### src/rtl/kdba_ram.sv
// Simple dual-port memory with one write port and one registered read port.
// Generic; used for the key store and for the slot offset and length store.
module kdba_ram #(
  parameter int DEPTH = 64,
  parameter int WIDTH = 32
) (
  input  logic                                        clk,
  input  logic                                        wr_en,
  input  logic [((DEPTH > 1) ? $clog2(DEPTH) : 1)-1:0] wr_addr,
  input  logic [WIDTH-1:0]                            wr_data,
  input  logic                                        rd_en,
  input  logic [((DEPTH > 1) ? $clog2(DEPTH) : 1)-1:0] rd_addr,
  output logic [WIDTH-1:0]                            rd_data
);

  logic [WIDTH-1:0] mem [DEPTH];

  always_ff @(posedge clk) begin
    if (wr_en) begin
      mem[wr_addr] <= wr_data;
    end
  end

  always_ff @(posedge clk) begin
    if (rd_en) begin
      rd_data <= mem[rd_addr];
    end
  end

endmodule

### config.mk
export PLATFORM = sky130hd
export DESIGN_NAME = kdba_ram
export DESIGN_NICKNAME = d
export VERILOG_FILES = /design/src/rtl/kdba_ram.sv
export SDC_FILE = /design/constraint.sdc
export NUM_CORES = 2
export LEC_CHECK = 0
export BUFFER_PORTS_ARGS = -buffer_cell sky130_fd_sc_hd__buf_2
export CELL_PAD_IN_SITES_DETAIL_PLACEMENT = 1
export CELL_PAD_IN_SITES_GLOBAL_PLACEMENT = 2
export CORE_MARGIN = 2
export CORE_UTILIZATION = 45
export DETAILED_ROUTE_END_ITERATION = 10
export PLACE_DENSITY_LB_ADDON = 0.1
export SLEW_MARGIN = 20
export SYNTH_ARGS = -nofsm -noshare
export SYNTH_HDL_FRONTEND = slang
export SYNTH_SLANG_ARGS = --single-unit
### constraint.sdc
create_clock -name clk -period 6.3 [get_ports clk]
set_clock_uncertainty 0.1 [all_clocks]
set_input_delay 0.63 -clock clk [delete_from_list [all_inputs] [get_ports clk]]
set_output_delay 0.63 -clock clk [all_outputs]
set_load 0.005 [all_outputs]
==> results.md <==
- Worst path cell trace: buf_8 -> buf_12 -> mux4_2 -> mux4_2 -> o22ai_1 -> nor2_1
- Syn Inst Count: 3324
- Post-route setup slack: 2580 ps
- Final Util: 51.4%
- Vias in the first global route: 39300
- Asr flop ratio synth: 0%
- WP buf/inv: 2
- Die H: 423 um
- Post-detailed-route count of antenna-violating nets: 0
- Slew Limit Fails: 0
- Fmax: 269 MHz
- GRT Util Overall: 25.4%
- PnR Total Power: 28.7 mW
- CTS Sinks: 2080
- Detailed Route WL: 225000 um
- Die Area: 0.179 sq mm
- CTS buffer count: 212
- Hold crit path type: in2reg
- Synthesized area per cell: 23.7 sq um
- Initial Utilization: 45.3%
- Pwr dens: 321 mW/mm^2
- CTS Hold Bufs: 0
- Most frequent cell on the critical path: mux4_2
- Die Width: 423 um
- Post-synth EDFFs: 2080
- Top FF cell, synth: edfxtp_1
- Normalized max-slew margin: 14.1%
- CTS root buffer: clkbuf_16
- Worst setup SP type: primary input
- Post_cts resized: 0
- Critical path class: in2reg
- Fillers: 14800
- Clock slew at reported path FFs: 60 ps
- Minimum clock period: 3720 ps
- Reg2Reg Setup Slack: 3440 ps
- Worst-Margin Slew: 1280 ps
- Pleak: 27.6 nW
- Yosys warns: 0
- Reg power frac: 53.7%
- Max Root-Sink Buffers: 3
- Starting DRT DRC Count: 4417
- Drt pass-1 iters: 5
- Total negative slack: 0 ps
- Sequential area share after synthesis: 79.2%
- Layout cell share with drive strength beyond 1: 29.5%
- CP endpoint kind: register
- Crit-path max FO: 142
- CP delay by family, top: buffers and inverters
- Internal Pwr Total: 22.5 mW
- Switching Fraction: 21.5%
- GRT overflow: 0
- Vias/cell: 6.17
- Unrepaired setup endpoints after global routing: false
- Syn Nets: 3371
- Reported max-cap violation count: 0
- Initial antenna violation count: 19
- Worst path slowest cell: o22ai_1
- Outcome: finished clean
- Critical Path AT: 4170 ps
- Vias post-DR: 37400
- H-tree depth: 4
- Area growth, synth to finish: 13.5%
- DP Wirelength: 127000 um
- First-pass GRT wire length: 314000 um
- Port Buffers: 78
- Critical Path RT: 6750 ps
- CTS tree: yes
- Row count: 153
- IO Pins: 79
- Core box area: 0.174 sq mm
- Drt drc: 0
- Distinct cells, synth: 33
- Maximum VDD drop: 0.241 mV
- Largest net degree at the start of global routing: 143
- Clock latency on the worst-skew pair: 850 ps
- Period utilization: 59.0%
- Final setup fails: 0
- Final GP Congestion: 0.761
- Combinational power share: 4.8%
- WL per Instance: 37.0 um
- Clock share of power: 41.5%
- NetSw: 6.18 mW
- Dpl ws: 1780 ps
- Post-synthesis cell area: 0.0788 sq mm
- Post-CTS Setup Inserts: 0
- Slowest stage delay, CP: 970 ps
- #FFs+latches synth: 2080
- NumNets Final: 3608
- Final hold vios: 0
-- cell usage after synthesis (8+ instances only) --
cell         n  area, sq um
a21oi_1     62          310
a22oi_1     12         90.1
a311oi_1     8         70.1
buf_1       21         78.8
buf_2       57          285
buf_4       25          188
clkbuf_1    74          278
edfxtp_1  2080        62500
mux2i_1     93          931
mux4_2     544        12300
nand2_1     26         97.6
nand2b_1     8         50.1
nor2_1     137          514
nor2b_1     15         93.8
o221ai_1    27          236
o22ai_1     84          526
-- layout make-up --
type	instances	area (sq um)	area share, %
multi-input combinational	1062	16000	17.9
sequential	2080	62500	69.8
tap	2325	2910	3.25
antenna	4	10.0	0.0112
clock inverter	115	876	0.979
clock buffer	275	5610	6.26
timing repair buffer	205	1640	1.84
-- cells in the final DEF, fill, tap and decap left out, types with 3 or more instances in the layout --
master	count
edfxtp_1	2080
mux4_2	544
clkbuf_16	215
buf_4	138
mux2i_1	93
o22ai_1	84
nor2_1	75
a21oi_1	62
nor2_4	62
clkbuf_1	60
clkinv_1	49
buf_2	49
clkinv_2	38
o221ai_1	27
nand2_1	26
nor2b_1	15
a22oi_1	12
bufinv_16	11
buf_12	9
a311oi_1	8
inv_6	7
nand2b_1	6
clkinvlp_4	6
nand3b_1	5
nor3_1	5
nand3_1	5
diode_2	4
and3_1	4
a41o_1	4
clkinv_8	4
buf_8	4
buf_16	4
or3b_2	3
or3_1	3
o32ai_1	3
-- flip-flops by register name (all words and copies together), names as in the netlist --
signal,cells
rd_data,32
mem,2048
-- power by group through the flow --
stage	combinational, mW	sequential (mW)	clock (mW)
3_5_place_dp	1.40	15.7	0
6_report	1.39	15.4	11.9
3_3_place_gp	1.37	15.7	0
2_1_floorplan	0.746	15.7	0
5_1_grt	1.48	15.4	12.6
4_1_cts	1.40	15.4	12.1
-- metal layers --
layer  wire length, um  part of all wire, %  track usage (%)  vias up
met2            109000                   49             41.0     1380
met3             14000                  6.2             3.96      304
met1             96000                   43             36.6    20900
li1                  -                    -                -    14800
met5                34                0.015                0        -
met4              5360                  2.4             6.42        6
-- path summary, 6_finish.rpt --
path | from | end | cells past startpoint
worst max-delay path | rd_addr[1] | rd_data[13] | 6
worst min-delay path | wr_data[28] | mem[27][28] | 1
worst max register to register | mem[19][13] | rd_data[13] | 4
worst min register to register | mem[13][8] | rd_data[8] | 4
-- logic make-up after synthesis --
kind of cell	after synthesis	synth area share (%)
AND/OR/NAND/NOR	223	1.26
buffers and inverters	182	1.12
AO/OA/AOI/OAI	202	1.67
flip-flops	2080	79.2
multiplexers	637	16.7
-- through the flow --
stage          hold WS (ps)  area [sq um]  cells
3_5_place_dp            743         82900   5671
3_3_place_gp            738         82800   5666
5_1_grt                 235         89500   6062
4_1_cts                 320         89400   6061
2_1_floorplan           629         78800   3324
6_report                240         89500   6066
No activity file was read; power rests on OpenSTA's default activity.
