==> config.mk <==
export PLATFORM = sky130hd
export DESIGN_NAME = kdba_scan
export DESIGN_NICKNAME = d
export VERILOG_FILES = /design/src/rtl/kdba_pkg.sv /design/src/rtl/kdba_ram.sv /design/src/rtl/kdba_scan.sv
export SDC_FILE = /design/constraint.sdc
export NUM_CORES = 2
export LEC_CHECK = 0
export BUFFER_PORTS_ARGS = -buffer_cell sky130_fd_sc_hd__buf_4
export CORE_MARGIN = 2
export CORE_UTILIZATION = 45
export DETAILED_ROUTE_END_ITERATION = 7
export PLACE_DENSITY = 0.72
export SYNTH_ARGS = -nofsm -noshare
export SYNTH_HDL_FRONTEND = slang
export SYNTH_SLANG_ARGS = --single-unit
==> constraint.sdc <==
create_clock -name clk -period 7.4 [get_ports clk]
set_input_delay 2.22 -clock clk [delete_from_list [all_inputs] [get_ports clk]]
set_output_delay 2.22 -clock clk [all_outputs]
set_load 0.02 [all_outputs]
==> src/rtl/kdba_pkg.sv <==
// Shared definitions for the keyed directory bump allocator.
// Holds sizes, request and status codes, and the structs passed between modules.
// Depends on nothing.
package kdba_pkg;

  localparam int ENTRIES = 64;
  localparam int IDX_W   = (ENTRIES > 1) ? $clog2(ENTRIES) : 1;
  localparam int COUNT_W = $clog2(ENTRIES + 1);
  localparam int KEY_W   = 32;
  localparam int VAL_W   = 32;
  localparam int LIVE_W  = 7;

  localparam logic [1:0] REQ_PUT    = 2'd0;
  localparam logic [1:0] REQ_LOOKUP = 2'd1;
  localparam logic [1:0] REQ_FREE   = 2'd2;
  localparam logic [1:0] REQ_NONE   = 2'd3;

  localparam logic [2:0] ST_OK        = 3'd0;
  localparam logic [2:0] ST_NOT_FOUND = 3'd1;
  localparam logic [2:0] ST_NO_SLOT   = 3'd2;
  localparam logic [2:0] ST_OVER_CAP  = 3'd3;
  localparam logic [2:0] ST_TOO_LARGE = 3'd4;
  localparam logic [2:0] ST_INVALID   = 3'd5;

  typedef struct packed {
    logic             done;
    logic             match_found;
    logic [IDX_W-1:0] match_idx;
    logic             free_found;
    logic [IDX_W-1:0] free_idx;
  } scan_res_t;

  typedef struct packed {
    logic             en;
    logic             set;
    logic [IDX_W-1:0] idx;
    logic [KEY_W-1:0] key;
  } dir_wr_t;

endpackage

==> src/rtl/kdba_ram.sv <==
// Simple dual-port memory with one write port and one registered read port.
// Generic; used for the key store and for the slot offset and length store.
module kdba_ram #(
  parameter int DEPTH = 64,
  parameter int WIDTH = 32
) (
  input  logic                                        clk,
  input  logic                                        wr_en,
  input  logic [((DEPTH > 1) ? $clog2(DEPTH) : 1)-1:0] wr_addr,
  input  logic [WIDTH-1:0]                            wr_data,
  input  logic                                        rd_en,
  input  logic [((DEPTH > 1) ? $clog2(DEPTH) : 1)-1:0] rd_addr,
  output logic [WIDTH-1:0]                            rd_data
);

  logic [WIDTH-1:0] mem [DEPTH];

  always_ff @(posedge clk) begin
    if (wr_en) begin
      mem[wr_addr] <= wr_data;
    end
  end

  always_ff @(posedge clk) begin
    if (rd_en) begin
      rd_data <= mem[rd_addr];
    end
  end

endmodule

==> src/rtl/kdba_scan.sv <==
// Directory scanner: key memory, slot valid bits and the one key comparator.
// Walks the slots in index order, one per cycle. Uses kdba_pkg and kdba_ram.
module kdba_scan import kdba_pkg::*; (
  input  logic             clk,
  input  logic             rst,
  input  logic             scan_start,
  input  logic [KEY_W-1:0] scan_key,
  input  dir_wr_t          dir_wr,
  output scan_res_t        res
);

  localparam logic [IDX_W-1:0] LAST_IDX = IDX_W'(ENTRIES - 1);

  logic [ENTRIES-1:0] valid;
  logic               issuing;
  logic [IDX_W-1:0]   issue_idx;
  logic               rd_valid;
  logic [IDX_W-1:0]   rd_idx;
  logic [KEY_W-1:0]   rd_key;

  kdba_ram #(.DEPTH(ENTRIES), .WIDTH(KEY_W)) u_key_ram (
    .clk     (clk),
    .wr_en   (dir_wr.en && dir_wr.set),
    .wr_addr (dir_wr.idx),
    .wr_data (dir_wr.key),
    .rd_en   (issuing),
    .rd_addr (issue_idx),
    .rd_data (rd_key)
  );

  always_ff @(posedge clk) begin
    if (rst) begin
      valid           <= '0;
      issuing         <= 1'b0;
      issue_idx       <= '0;
      rd_valid        <= 1'b0;
      res.done        <= 1'b0;
      res.match_found <= 1'b0;
      res.free_found  <= 1'b0;
    end else begin
      res.done <= 1'b0;
      rd_valid <= issuing && !scan_start;
      rd_idx   <= issue_idx;
      if (scan_start) begin
        issuing         <= 1'b1;
        issue_idx       <= '0;
        res.match_found <= 1'b0;
        res.free_found  <= 1'b0;
      end else begin
        if (issuing) begin
          if (issue_idx == LAST_IDX) begin
            issuing <= 1'b0;
          end else begin
            issue_idx <= IDX_W'(issue_idx + 1'b1);
          end
        end
        if (rd_valid) begin
          if (valid[rd_idx] && rd_key == scan_key && !res.match_found) begin
            res.match_found <= 1'b1;
            res.match_idx   <= rd_idx;
          end
          if (!valid[rd_idx] && !res.free_found) begin
            res.free_found <= 1'b1;
            res.free_idx   <= rd_idx;
          end
          if (rd_idx == LAST_IDX) begin
            res.done <= 1'b1;
          end
        end
      end
      if (dir_wr.en) begin
        valid[dir_wr.idx] <= dir_wr.set;
      end
    end
  end

endmodule

==> results.md <==
- Each instance of the synthesized netlist takes up on average 23.4 sq um.
- In the routed design, unresolved DRC markers number 0.
- Yosys mapped the design onto 45 distinct sky130hd cell types.
- Clock tree synthesis inserted a total of 206 buffers.
- The standby leakage power is 28.0 nW.
- For this run, the top clock speed supported by timing is 212 MHz.
- The die is 434 microns wide.
- Dividing the detail-routed via count by the number of cells gives 6.18.
- Summing all non-filler instances in the final layout gives an area of 93900 sq um.
- The headroom to the max-slew limit is 13.5%.
- Leaving out fill and tap cells, the most frequent cell in the layout is sky130_fd_sc_hd__edfxtp_1.
- The initial antenna violation count is 13.
- The clock transition at the registers of the reported paths is 0.06 ns.
- The multi-input combinational cells in the finished layout cover a total of 18100 sq um.
- The detailed-route via count is 39600.
- The clock tree synthesis step divided the H-tree into 4 levels.
- The total setup violations reported at the end of the flow is 0.
- For the finished layout, the period the worst path requires is 4.72 ns.
- The instance area after placement is 87300 sq um.
- The maximum buffer depth of the clock tree is 3.
- The area of the die is 189000 sq um.
- The clock root buffer master is sky130_fd_sc_hd__clkbuf_16.
- The Yosys step of the flow raised 0 warnings.
- Setup repair after global routing left no endpoint under its margin.
- For the pin with the worst max-slew slack, the measured transition is 1.30 ns.
- The final hold violation count is 0.
- The routed design has 212 mm of wire.
- The storage element area is 64500 sq um.
- The run finished with clean final reports.
- Power spread over the standard cell area amounts to 262 nW/um^2.
- The number of primary I/O pins is 90.
- The completed layout was analyzed and its total power is 24.6 mW.
- TritonCTS built the clock tree.
- Clock latency on the worst-skew pair, taken at its later pin, is 0.83 ns.
- The number of nets at the end of the flow is 3827.
- The setup fix buffers added after clock tree synthesis is 0.
- The HPWL after detailed placement is 119 mm.
- The share of post-route cells with drive strength above 1 is 30.8%.
- The total negative slack is 0 ns.
- After synthesis the netlist holds a flip-flop and latch count of 2173.
- In this run, post-CTS repair resized a total of 0 instances.
- The number of enable flip-flop cells after synthesis is 2098.
- The layout filler cell count is 13900.
- The residual overflow from global routing is 0.
- The site row count is 157.
- The number of placed instances, taps included, is 6007.
- The fraction of synthesis flops using an asynchronous set or reset pin is 0%.
- The worst setup skew after layout is 0.0318 ns.
- The finished layout holds 6407 standard cells, fillers aside.
- The wire length of the first global-routing pass is 299 mm.
- The highest net fanout along the worst path is 31.
- The cell type with the highest aggregate area in the netlist is sky130_fd_sc_hd__edfxtp_1.
- The iteration count of the initial detailed-routing pass is 7.
- STA puts the critical path data arrival time at 5.26 ns.
- By area the synthesized netlist is led by sky130_fd_sc_hd__edfxtp_1, sky130_fd_sc_hd__mux4_2, sky130_fd_sc_hd__dfxtp_1, sky130_fd_sc_hd__mux2i_1, sky130_fd_sc_hd__a21oi_1.
- The share of synthesized area occupied by flip-flops and latches is 77.4%.
- At the worst endpoint, the required time is 7.94 ns.
- The last weighted congestion value of the routability-driven placer is 0.870.
- From bottom edge to top edge, the die measures 434 microns.
- The final antenna-violating net count is 0.
- The area of the core is 183000 sq um.
- The category of the worst setup path capture point is a register.
- The synthesis-to-layout area growth is 12.7%.
- The count of hold-fix buffers inserted at cts is 0.
- Synthesis produced a netlist with a net count of 3634.
- The number of buffers inserted by port buffering is 89.
- The iteration-0 DRC count of the detailed router is 5937.
- The max-capacitance violation count is 0.
- The clock net in this run drives a total of 2173 sinks.
- The starting density of the core is 45.4%.
- The via count of the first global-routing pass is 39100.
- Across all register-to-register paths, the minimum setup slack is 3.21 ns.
- Global routing consumed, over all layers together, 22.7% of the routing resources.
- The total standard cell area after synthesis is 83300 sq um.
- The final number of max-transition violations is 0.
- The pin count of the biggest net entering global routing is 100.
- The worst hold-check path type is register to register.
- The leading register cell type out of synthesis is sky130_fd_sc_hd__edfxtp_1.
- The period utilization is 63.8%.
- The worst setup path is of the primary input to register kind.
- The type of element launching the critical path is a primary input.
- Across the VDD grid, the largest voltage drop is 0.252 mV.
- The top-area cell type share of the netlist area is 75.6%.
- After technology mapping, the gate count stands at 3558.
- The routed wire length per instance is 33.0 microns.
- Leaving out fill and tap cells, the most frequent cells in the layout are sky130_fd_sc_hd__edfxtp_1, sky130_fd_sc_hd__mux4_2, sky130_fd_sc_hd__clkbuf_16.
-- synth_stat cells (4+ instances only) --
cell,count
sky130_fd_sc_hd__inv_1,31
sky130_fd_sc_hd__mux4_2,655
sky130_fd_sc_hd__xor2_1,30
sky130_fd_sc_hd__buf_4,25
sky130_fd_sc_hd__dfxtp_1,75
sky130_fd_sc_hd__edfxtp_1,2098
sky130_fd_sc_hd__mux2i_1,52
sky130_fd_sc_hd__o21ai_0,43
sky130_fd_sc_hd__buf_2,55
sky130_fd_sc_hd__a211oi_1,25
sky130_fd_sc_hd__nor3_1,8
sky130_fd_sc_hd__buf_6,4
sky130_fd_sc_hd__nor4_1,7
sky130_fd_sc_hd__o21a_1,8
sky130_fd_sc_hd__nand4_1,5
sky130_fd_sc_hd__mux2_2,6
sky130_fd_sc_hd__nor2b_1,29
sky130_fd_sc_hd__xnor2_1,7
sky130_fd_sc_hd__nand3_1,26
sky130_fd_sc_hd__a21oi_1,78
sky130_fd_sc_hd__clkbuf_1,77
sky130_fd_sc_hd__or2_2,4
sky130_fd_sc_hd__buf_1,25
sky130_fd_sc_hd__nor2_1,83
sky130_fd_sc_hd__nand2_1,68
sky130_fd_sc_hd__nand2b_1,6
-- metal layers --
metal  vias up  share of wire (%)  GRT usage [%]
met5         -              0.032              0
met4         8                4.3           9.18
met3       363                 11           5.33
met2      2462                 47           34.4
met1     21200                 38           31.9
li1      15600                  -              -
-- power by group --
group          leakage (nW)  switching (mW)  internal (mW)
Sequential             19.5          0.0329           13.5
Combinational          5.26           0.498          0.260
Clock                  3.23            4.52           5.77
-- final timing paths --
check	start	end	cells after the start
max	dir_wr[37]	u_key_ram.mem[38][21]	5
min	valid[16]	valid[16]	2
max reg2reg	issue_idx[0]	u_key_ram.rd_data[19]	6
min reg2reg	valid[16]	valid[16]	2
-- area by class of cell --
| type | instances | area share (%) |
|---|---|---|
| clock buffer | 254 | 5.85 |
| sequential | 2173 | 68.7 |
| inverter | 31 | 0.124 |
| tap | 2464 | 3.28 |
| clock inverter | 136 | 1.19 |
| timing repair buffer | 171 | 1.53 |
| antenna | 10 | 0.0267 |
| multi-input combinational | 1168 | 19.3 |
-- worst max-delay path, cell delays in order --
cell and delay, ns:
sky130_fd_sc_hd__buf_4 0.17, sky130_fd_sc_hd__nor3b_1 0.80, sky130_fd_sc_hd__nand2_1 0.68, sky130_fd_sc_hd__nor2_4 1.06
sky130_fd_sc_hd__buf_4 0.28
-- kinds of logic (layout without fill, tap and decap cells) --
| kind of cell | Yosys count | in the layout | share of synthesized area, % |
|---|---|---|---|
| muxes | 713 | 713 | 18.4 |
| AOI/OAI and AO/OA | 170 | 170 | 1.17 |
| DFF | 2173 | 2173 | 77.4 |
| buffers and inverters | 217 | 592 | 1.21 |
| xor gates and xnor gates | 37 | 37 | 0.389 |
| other | 0 | 10 | 0 |
| adders and majority gates | 1 | 1 | 0.0150 |
| and+or+nand+nor | 247 | 247 | 1.37 |
-- state kept, by name, summed over array words and instances, names as in the netlist --
| name | flops |
|---|---|
| valid | 64 |
| issuing | 1 |
| u_key_ram.rd_data | 32 |
| res | 15 |
| rd_valid | 1 |
| rd_idx | 6 |
| issue_idx | 6 |
| u_key_ram.mem | 2048 |
-- through the flow --
step	setup WS (ns)	util, %	hold WS, ns
after CTS	2.81	51.2	0.475
after global placement	1.99	47.6	0.462
after floorplan	1.60	-	0.403
after global routing	2.55	51.2	0.491
after detailed placement	1.93	47.6	0.465
final	2.68	51.2	0.475
No activity file was read; power rests on OpenSTA's default activity.
